`src/hdl/gcs_pkg.sv`:
```
// Shared types and constants for the greedy circle suppression block.
package gcs_pkg;

  localparam int MAX_CIRCLES = 64;
  localparam int X_W         = 12;
  localparam int Y_W         = 12;
  localparam int R_W         = 11;
  localparam int K_W         = 2;
  localparam int RS_W        = R_W + 1;
  localparam int SQ_W        = 2 * X_W;
  localparam int IDX_W       = $clog2(MAX_CIRCLES);
  localparam int CNT_W       = $clog2(MAX_CIRCLES + 1);
  localparam int CYC_W       = $clog2(MAX_CIRCLES + 2);
  localparam int FIELDS_W    = X_W + Y_W + R_W + K_W;
  localparam int DATA_W      = ((FIELDS_W + 7) / 8) * 8;
  // Cell that receives a circle just as its overlap decision comes out of the tester.
  localparam int KILL_POS    = 2 % MAX_CIRCLES;

  typedef struct packed {
    logic             alive;
    logic [IDX_W-1:0] idx;
    logic [K_W-1:0]   kind;
    logic [R_W-1:0]   r;
    logic [Y_W-1:0]   y;
    logic [X_W-1:0]   x;
  } circle_t;

  typedef struct packed {
    logic shift_en;
    logic clear;
  } cell_ctl_t;

endpackage

```
`src/hdl/greedy_circle_suppression_top.sv`:
```
// Greedy circle suppression: ring of circle cells, pipelined overlap test, result register.
// Load one candidate per cycle while in the load state. After the last-marked request
// each round is one pass around the ring plus one hand-over state, so a set with k kept
// circles takes k+1 rounds, longer while the output stalls. The first result is valid
// after the second round, then one per round.
// Reset (rst_n low, synchronous) empties the store, clears the count and overflow flag.
module greedy_circle_suppression_top
  import gcs_pkg::*;
(
  input  logic              clk,
  input  logic              rst_n,
  input  logic              in_tvalid,
  output logic              in_tready,
  input  logic [DATA_W-1:0] in_tdata,   // center_x, center_y, circle_radius, sign_kind
  input  logic              in_tlast,   // final_item
  output logic              out_tvalid,
  input  logic              out_tready,
  output logic [DATA_W-1:0] out_tdata,  // kept_x, kept_y, kept_radius, kept_kind
  output logic              out_tlast,  // end_of_set
  output logic [0:0]        out_tuser   // overflowed
);

  typedef enum logic [1:0] {
    ST_LOAD,
    ST_SCAN,
    ST_OUT
  } state_t;

  state_t           state_r;
  logic [CNT_W-1:0] cnt_r;
  logic             ovf_r;
  logic [CYC_W-1:0] cyc_r;
  circle_t          pick_r, best_r;
  logic             pick_v_r, found_r;
  logic [FIELDS_W-1:0] out_data_r;
  logic             out_valid_r, out_last_r, out_user_r;

  circle_t          cells [MAX_CIRCLES];
  circle_t          new_c;
  cell_ctl_t        ctl;
  logic             in_acc, room, out_free, leave_out;
  logic             dec_v, survive, kill, better, take;
  circle_t          dec_c;

  assign in_tready = (state_r == ST_LOAD);
  assign in_acc    = in_tvalid && in_tready;
  assign room      = cnt_r < CNT_W'(MAX_CIRCLES);

  assign new_c.alive = 1'b1;
  assign new_c.idx   = cnt_r[IDX_W-1:0];
  assign new_c.x     = in_tdata[X_W-1:0];
  assign new_c.y     = in_tdata[X_W+Y_W-1:X_W];
  assign new_c.r     = in_tdata[X_W+Y_W+R_W-1:X_W+Y_W];
  assign new_c.kind  = in_tdata[FIELDS_W-1:X_W+Y_W+R_W];

  assign out_free  = !out_valid_r || out_tready;
  // Leave the hand-over state once a pending pick (if any) can go to the output register.
  assign leave_out = (state_r == ST_OUT) && (!pick_v_r || out_free);

  // Shift the ring on a stored load or on every scan cycle; empty it when a set is done.
  assign ctl.shift_en = (in_acc && room) || (state_r == ST_SCAN);
  assign ctl.clear    = leave_out && !found_r;

  for (genvar i = 0; i < MAX_CIRCLES; i++) begin : g_cell
    circle_t prev_c;
    if (i == 0) begin : g_head
      assign prev_c = (state_r == ST_LOAD) ? new_c : cells[MAX_CIRCLES-1];
    end else begin : g_body
      assign prev_c = cells[i-1];
    end
    gcs_cell u_cell (
      .clk   (clk),
      .rst_n (rst_n),
      .ctl   (ctl),
      .kill  (kill && (i == KILL_POS)),
      .prev  (prev_c),
      .cur   (cells[i])
    );
  end

  // Test each circle once per pass as it leaves the last cell.
  gcs_tester u_tester (
    .clk        (clk),
    .rst_n      (rst_n),
    .in_v       ((state_r == ST_SCAN) && (cyc_r < CYC_W'(MAX_CIRCLES))),
    .circ       (cells[MAX_CIRCLES-1]),
    .pick       (pick_r),
    .pick_valid (pick_v_r),
    .dec_v      (dec_v),
    .dec_circ   (dec_c),
    .survive    (survive)
  );

  // Drop overlapping circles; the previous pick overlaps itself and is dropped too.
  assign kill   = dec_v && !survive;
  // Largest radius wins; on a tie the earliest loaded one.
  assign better = !found_r || (dec_c.r > best_r.r) ||
                  ((dec_c.r == best_r.r) && (dec_c.idx < best_r.idx));
  assign take   = dec_v && dec_c.alive && survive && better;

  always_ff @(posedge clk) begin
    if (!rst_n) begin
      state_r     <= ST_LOAD;
      cnt_r       <= '0;
      ovf_r       <= 1'b0;
      cyc_r       <= '0;
      pick_v_r    <= 1'b0;
      found_r     <= 1'b0;
      out_valid_r <= 1'b0;
    end else begin
      // Drop the output request once taken, unless a new pick replaces it.
      if (out_valid_r && out_tready && !(leave_out && pick_v_r)) begin
        out_valid_r <= 1'b0;
      end
      case (state_r)
        ST_LOAD: begin
          if (in_acc) begin
            if (room) begin
              cnt_r <= cnt_r + CNT_W'(1);
            end else begin
              ovf_r <= 1'b1;
            end
            if (in_tlast) begin
              state_r  <= ST_SCAN;
              cyc_r    <= '0;
              pick_v_r <= 1'b0;
              found_r  <= 1'b0;
            end
          end
        end
        ST_SCAN: begin
          cyc_r <= cyc_r + CYC_W'(1);
          if (take) begin
            best_r  <= dec_c;
            found_r <= 1'b1;
          end
          if (cyc_r == CYC_W'(MAX_CIRCLES + 1)) begin
            state_r <= ST_OUT;
          end
        end
        ST_OUT: begin
          if (leave_out) begin
            if (pick_v_r) begin
              out_valid_r <= 1'b1;
              out_data_r  <= {pick_r.kind, pick_r.r, pick_r.y, pick_r.x};
              out_last_r  <= !found_r;
              out_user_r  <= ovf_r;
            end
            if (found_r) begin
              pick_r   <= best_r;
              pick_v_r <= 1'b1;
              found_r  <= 1'b0;
              cyc_r    <= '0;
              state_r  <= ST_SCAN;
            end else begin
              pick_v_r <= 1'b0;
              cnt_r    <= '0;
              ovf_r    <= 1'b0;
              state_r  <= ST_LOAD;
            end
          end
        end
        default: begin
          state_r <= ST_LOAD;
        end
      endcase
    end
  end

  assign out_tvalid = out_valid_r;
  assign out_tdata  = {{(DATA_W-FIELDS_W){1'b0}}, out_data_r};
  assign out_tlast  = out_last_r;
  assign out_tuser  = out_user_r;

  // The fill count never passes the store size.
  a_cnt_bound: assert property (@(posedge clk) disable iff (!rst_n)
    cnt_r <= CNT_W'(MAX_CIRCLES))
    else $error("fill count beyond store size");

  // A candidate that finds the store full marks the set as overflowed.
  a_ovf_set: assert property (@(posedge clk) disable iff (!rst_n)
    in_tvalid && in_tready && !room |=> ovf_r)
    else $error("overflow not flagged");

  // Emitting the last result of a set returns the block to an empty store.
  a_set_end: assert property (@(posedge clk) disable iff (!rst_n)
    leave_out && pick_v_r && !found_r |=> (cnt_r == '0) && !ovf_r && in_tready)
    else $error("set not closed after last result");

  // No item is taken while a pass is running.
  a_no_load_scan: assert property (@(posedge clk) disable iff (!rst_n)
    dec_v |-> !in_tready)
    else $error("input taken during suppression pass");

endmodule

```
`src/hdl/gcs_cell.sv`:
```
// One storage cell of the circle ring: holds a circle and passes it on.
module gcs_cell
  import gcs_pkg::*;
(
  input  logic      clk,
  input  logic      rst_n,
  input  cell_ctl_t ctl,
  input  logic      kill,
  input  circle_t   prev,
  output circle_t   cur
);

  circle_t cur_r;

  always_ff @(posedge clk) begin
    if (!rst_n) begin
      cur_r.alive <= 1'b0;
    end else if (ctl.clear) begin
      cur_r.alive <= 1'b0;
    end else if (ctl.shift_en) begin
      cur_r.alive <= prev.alive & ~kill;
      cur_r.idx   <= prev.idx;
      cur_r.kind  <= prev.kind;
      cur_r.r     <= prev.r;
      cur_r.y     <= prev.y;
      cur_r.x     <= prev.x;
    end
  end

  assign cur = cur_r;

endmodule

```
`src/hdl/gcs_tester.sv`:
```
// Two-stage overlap test of a circle against the current pick.
module gcs_tester
  import gcs_pkg::*;
(
  input  logic    clk,
  input  logic    rst_n,
  input  logic    in_v,
  input  circle_t circ,
  input  circle_t pick,
  input  logic    pick_valid,
  output logic    dec_v,
  output circle_t dec_circ,
  output logic    survive
);

  logic            v1_r, v2_r;
  circle_t         c1_r, c2_r;
  logic [X_W-1:0]  dx_r;
  logic [Y_W-1:0]  dy_r;
  logic [RS_W-1:0] rs_r;
  logic [SQ_W-1:0] dx2_r, dy2_r, rs2_r;
  logic [SQ_W:0]   dist2;

  always_ff @(posedge clk) begin
    if (!rst_n) begin
      v1_r <= 1'b0;
      v2_r <= 1'b0;
    end else begin
      v1_r <= in_v;
      v2_r <= v1_r;
    end
  end

  // Stage 1: absolute differences and radius sum.
  always_ff @(posedge clk) begin
    c1_r <= circ;
    dx_r <= (circ.x > pick.x) ? circ.x - pick.x : pick.x - circ.x;
    dy_r <= (circ.y > pick.y) ? circ.y - pick.y : pick.y - circ.y;
    rs_r <= {1'b0, circ.r} + {1'b0, pick.r};
  end

  // Stage 2: squares.
  always_ff @(posedge clk) begin
    c2_r  <= c1_r;
    dx2_r <= SQ_W'({{(SQ_W-X_W){1'b0}}, dx_r} * {{(SQ_W-X_W){1'b0}}, dx_r});
    dy2_r <= SQ_W'({{(SQ_W-Y_W){1'b0}}, dy_r} * {{(SQ_W-Y_W){1'b0}}, dy_r});
    rs2_r <= SQ_W'({{(SQ_W-RS_W){1'b0}}, rs_r} * {{(SQ_W-RS_W){1'b0}}, rs_r});
  end

  assign dist2    = {1'b0, dx2_r} + {1'b0, dy2_r};
  assign survive  = !pick_valid || (dist2 > {1'b0, rs2_r});
  assign dec_v    = v2_r;
  assign dec_circ = c2_r;

endmodule
```
`config.mk`:
```
export PLATFORM = sky130hd
export DESIGN_NAME = greedy_circle_suppression_top
export DESIGN_NICKNAME = d
export VERILOG_FILES = /design/src/hdl/gcs_pkg.sv /design/src/hdl/greedy_circle_suppression_top.sv /design/src/hdl/gcs_cell.sv /design/src/hdl/gcs_tester.sv
export SDC_FILE = /design/constraint.sdc
export NUM_CORES = 2
export LEC_CHECK = 0
export BUFFER_PORTS_ARGS = -buffer_cell sky130_fd_sc_hd__buf_2
export CELL_PAD_IN_SITES_DETAIL_PLACEMENT = 2
export CELL_PAD_IN_SITES_GLOBAL_PLACEMENT = 2
export CORE_MARGIN = 3
export CORE_UTILIZATION = 35
export DETAILED_ROUTE_END_ITERATION = 8
export PLACE_DENSITY_LB_ADDON = 0.1
export SETUP_SLACK_MARGIN = 0.3
export SLEW_MARGIN = 20
export SYNTH_ARGS = -nofsm -noshare
export SYNTH_HDL_FRONTEND = slang
export SYNTH_SLANG_ARGS = --single-unit
export TNS_END_PERCENT = 5
```
`constraint.sdc`:
```
create_clock -name clk -period 204.3 [get_ports clk]
set_input_delay 40.86 -clock clk [delete_from_list [all_inputs] [get_ports clk]]
set_output_delay 40.86 -clock clk [all_outputs]
set_load 0.005 [all_outputs]
```
==> results <==
- After clock tree synthesis, the flow added hold-fix buffers numbering 0.
- The reg-to-reg setup timing slack is 197080 ps.
- The final weighted congestion of routability-driven global placement is 0.714.
- The critical path is of the in2reg type.
- Compared with the post-synthesis result, the final layout area differs by 15.3%.
- Dividing the synthesized area by the synthesized cell count gives 20.1 um^2.
- The critical-path cell with the highest stage delay is sky130_fd_sc_hd__nor2_4.
- The post-route worst hold slack is 287 ps.
- The critical path launch point is in_tvalid.
- The final worst-path cycle share is 0.230.
- The global-route usage over all layers is 0.149.
- In the routed design, unresolved DRC markers number 0.
- The total of warnings raised by yosys is 0.
- By area the synthesized netlist is led by sky130_fd_sc_hd__edfxtp_1 (79%), sky130_fd_sc_hd__dfxtp_1 (5.1%), sky130_fd_sc_hd__fa_1 (4.4%), sky130_fd_sc_hd__ha_1 (3.3%), sky130_fd_sc_hd__inv_1 (1.7%).
- The final count of negative-setup-slack endpoints is 0.
- The height of the die is 565 um.
- Summing every instance area after synthesis gives 109000 um^2.
- The CTS tree is done.
- In the routed layout, each cell is associated on average with a via count of 4.48.
- In this run, CTS created clock tree buffers numbering 337.
- The fraction of final layout cells with drive strength greater than 1 is 0.107.
- After clock tree synthesis, the clock-pin slew on the worst setup and hold paths is 60 ps.
- The initial antenna violation count is 18.
- After global routing the overflow that remains totals 0.
- The die outline area is 319000 um^2.
- The post-layout minimum cycle time is 46940 ps.
- In this run the core area contains 204 standard-cell rows.
- For the pin with the worst max-slew slack, the measured transition is 1040 ps.
- The tool flagged a number of max-cap violations equal to 0.
- The number of clock sinks is 3150.
- The launch instance of the worst register-to-register path is cnt_r[6]$_SDFFE_PN0P_.
- In this run the worst path has a maximum fanout of 176.
- The total area inside the core boundary comes to 310000 um^2.
- The count of nets after finishing is 6416.
- After legalization and detailed placement, the total HPWL measured 145 mm.
- The endpoint of the worst setup timing path is g_cell[21].u_cell.cur[13]$_DFFE_PP_.
- Entering global routing, the biggest net connects 202 pins.
- The critical path launch point type is a primary input.
- The initial utilization of the core area, before any placement, comes to 0.353.
- Measured against its own limit, the worst slew margin works out to 0.309.
- The total negative slack for setup checks is 0 ps.
- The fmax is 0.0213 GHz.
- During placement, the flow inserted port buffers numbering 82.
- For this design the top-level I/O count stands at 89.
- Counting distinct cell types in the post-synthesis netlist gives 77.
- The buffer count from post-CTS setup fixing is 0.
- The worst endpoint data arrival time is 47430 ps.
- The number of violations reported at the end of detailed-routing iteration 0 is 3192.
- The master cell of the clock root buffer is sky130_fd_sc_hd__clkbuf_16.
- The remaining antenna violation count after routing is 0.
- The first-pass iteration count of the detailed router is 5.
- The longest clock path from root to sink contains 4 buffers.
- The H-tree level count is 5.
- The worst endpoint required time is 204790 ps.
- On the worst path, the slowest cell contributes a delay of 780 ps.
- The standby leakage power is 42.8 nW.
- The count of endpoints failing hold in the final timing report is 0.
- The die is 565 um wide.
- The number of enable flip-flop cells after synthesis is 2871.
- The flow ran to the end, and the final reports show no timing, DRC or antenna violations.
- Synthesis produced 5458 cells.
- The biggest area contributor in the post-synthesis netlist is sky130_fd_sc_hd__edfxtp_1.
- The detailed router placed 45800 vias in this run.
- The number of global-route vias before repair was 52100.
- In the final routed layout, each cell accounts on average for 23.0 um.
- Fill cells in the final layout number 29400.
- The max-slew violation total from the final report is 0.
- Synthesis inferred 3150 register bits.
- For this design the ratio of total power to cell area is 10.9 nW/um^2.
- The clock latency reported for the late side of the worst-skew pair is 930 ps.
- In the synthesized netlist the dominant register cell turns out to be sky130_fd_sc_hd__edfxtp_1.
- In the synthesized netlist the async set-or-reset flop fraction comes to 0.
- The worst setup path is captured at a register.
- The signal on the critical path passes through buf_2 > nor2b_1 > o21ai_4 > buf_4 > nor2_4 > buf_6 > buf_4 > buf_12 > buf_12 > buf_12 > buf_12 > buf_16.
- The cell that appears most often on the critical path is sky130_fd_sc_hd__buf_12.
- Across the VDD grid, the largest voltage drop is 0.00701 mV.
- Once the clock tree was built, the resizer swapped 0 gates to a different size.
- The worst register-to-register path ends at g_cell[21].u_cell.cur[13]$_DFFE_PP_.
- The share of the synthesized area in the top cell type is 0.788.
- The clock tree skew after final layout is 115 ps.
- The wire length of the first global-routing pass is 355 mm.
- Setup repair after global routing left no endpoint under its margin.
- The number of cells on the worst reg-to-reg path is 11.
- The sequential element share of the synthesized area is 0.839.
- In this run the worst hold path is classified as reg2reg.
- The routed wire length is 235 mm.
cell families (layout without fill, tap and decap cells):
logic type,after synthesis,in the layout,synth area share
AO/OA/AOI/OAI,395,395,0.0231
XOR/XNOR,111,111,0.00888
adder cells (fa/ha/maj),525,525,0.0765
buffers and inverters,573,1230,0.0201
flip-flops,3150,3150,0.839
multiplexers,42,42,0.00410
other,1,6,0.0000343
AND/OR/NAND/NOR,661,661,0.0285
per-stage QoR:
stage	std cells	total power, mW	cell area, um^2	utilization	setup WS, ps
floorplan	5460	0.897	109000	-	42840
CTS	10200	1.40	126000	0.407	156780
finish	10200	1.37	126000	0.407	157360
detailed placement	9623	0.774	115000	0.371	155790
global route	10200	1.43	126000	0.407	156880
global placement	9623	0.767	115000	0.371	156250
critical path, delay by kind of cell:
kind            cells  cell delay, ps
buf+inv             9            4620
simple gates        2            1270
compound gates      1              60
per-layer routing:
metal / part of all wire / wire (um) / vias to the layer above / global-route usage
li1: - / - / 20800 / -
met1: 0.44 / 103000 / 24100 / 0.197
met2: 0.51 / 120000 / 567 / 0.259
met3: 0.026 / 6080 / 344 / 0.0188
met4: 0.025 / 5940 / 0 / 0.0411
met5: 0 / 0 / - / 0
cell type report:
type	count	area, um^2	area share
well taps	4120	5150	0.0408
clock buffers	440	8990	0.0712
flip-flops and latches	3150	91800	0.727
clock inverters	170	2000	0.0158
inverters	493	1850	0.0147
diodes	3	7.51	0.0000595
multi-input cells	1737	15500	0.123
repair buffers	127	926	0.00733
worst min-delay path by stage:
stage                                    startpoint                             to  depth (start not counted)
final                     u_tester.c1_r[22]$_DFF_P_  u_tester.dec_circ[22]$_DFF_P_                          0
after global routing      u_tester.c1_r[22]$_DFF_P_  u_tester.dec_circ[22]$_DFF_P_                          0
after CTS                 u_tester.c1_r[22]$_DFF_P_  u_tester.dec_circ[22]$_DFF_P_                          0
after detailed placement  u_tester.c1_r[25]$_DFF_P_  u_tester.dec_circ[25]$_DFF_P_                          0
after global placement    u_tester.c1_r[18]$_DFF_P_  u_tester.dec_circ[18]$_DFF_P_                          0
after floorplan            u_tester.c1_r[0]$_DFF_P_   u_tester.dec_circ[0]$_DFF_P_                          0
Yosys cell counts, types with 65 or more instances:
cell type,n
sky130_fd_sc_hd__a21oi_1,144
sky130_fd_sc_hd__ha_1,285
sky130_fd_sc_hd__xnor2_1,81
sky130_fd_sc_hd__clkbuf_1,65
sky130_fd_sc_hd__and2_1,121
sky130_fd_sc_hd__nand2_1,285
sky130_fd_sc_hd__nor2_1,108
sky130_fd_sc_hd__fa_1,240
sky130_fd_sc_hd__o21ai_0,80
sky130_fd_sc_hd__dfxtp_1,279
sky130_fd_sc_hd__inv_1,492
sky130_fd_sc_hd__edfxtp_1,2871
state kept, by name, indices dropped and copies added (netlist names), 23 cells and up:
register and cells:
best_r 43, g_cell.u_cell.cur 2816, out_data_r 37, pick_r 37
u_tester.c1_r 44, u_tester.dec_circ 44, u_tester.dx2_r 23, u_tester.dy2_r 23
u_tester.rs2_r 23
cell usage in the layout (no fill, tap or decap), types with 10 or more instances in the layout:
cell type / netlist / final
sky130_fd_sc_hd__nor2b_1: 32 / 32
sky130_fd_sc_hd__clkinv_2: 0 / 46
sky130_fd_sc_hd__edfxtp_1: 2871 / 2871
sky130_fd_sc_hd__clkinv_1: 0 / 54
sky130_fd_sc_hd__mux2_2: 23 / 23
sky130_fd_sc_hd__nand2b_1: 17 / 17
sky130_fd_sc_hd__nand4_1: 10 / 10
sky130_fd_sc_hd__inv_1: 492 / 492
sky130_fd_sc_hd__nand2_1: 285 / 285
sky130_fd_sc_hd__clkbuf_1: 65 / 87
sky130_fd_sc_hd__nor2_1: 108 / 104
sky130_fd_sc_hd__clkbuf_8: 0 / 15
sky130_fd_sc_hd__ha_1: 285 / 285
sky130_fd_sc_hd__a31oi_1: 14 / 14
sky130_fd_sc_hd__xnor2_1: 81 / 81
sky130_fd_sc_hd__nand3_1: 17 / 17
sky130_fd_sc_hd__a21o_1: 46 / 46
sky130_fd_sc_hd__nor3_1: 28 / 26
sky130_fd_sc_hd__and2_1: 121 / 121
sky130_fd_sc_hd__a21oi_1: 144 / 144
sky130_fd_sc_hd__xor2_1: 30 / 30
sky130_fd_sc_hd__dfxtp_1: 279 / 279
sky130_fd_sc_hd__buf_4: 3 / 27
sky130_fd_sc_hd__buf_2: 2 / 82
sky130_fd_sc_hd__fa_1: 240 / 240
sky130_fd_sc_hd__o21ai_0: 80 / 80
sky130_fd_sc_hd__and3_1: 18 / 18
sky130_fd_sc_hd__clkbuf_16: 0 / 338
sky130_fd_sc_hd__bufinv_16: 0 / 31
sky130_fd_sc_hd__mux2i_1: 19 / 19
sky130_fd_sc_hd__o21a_1: 21 / 21
power breakdown:
part	leakage, nW	internal [mW]	switching (mW)
Combinational	10.4	0.00204	0.0167
Clock	5.32	0.353	0.261
Sequential	27.1	0.731	0.00990
Total	42.8	1.09	0.287
(Power assumes the default switching activity.)
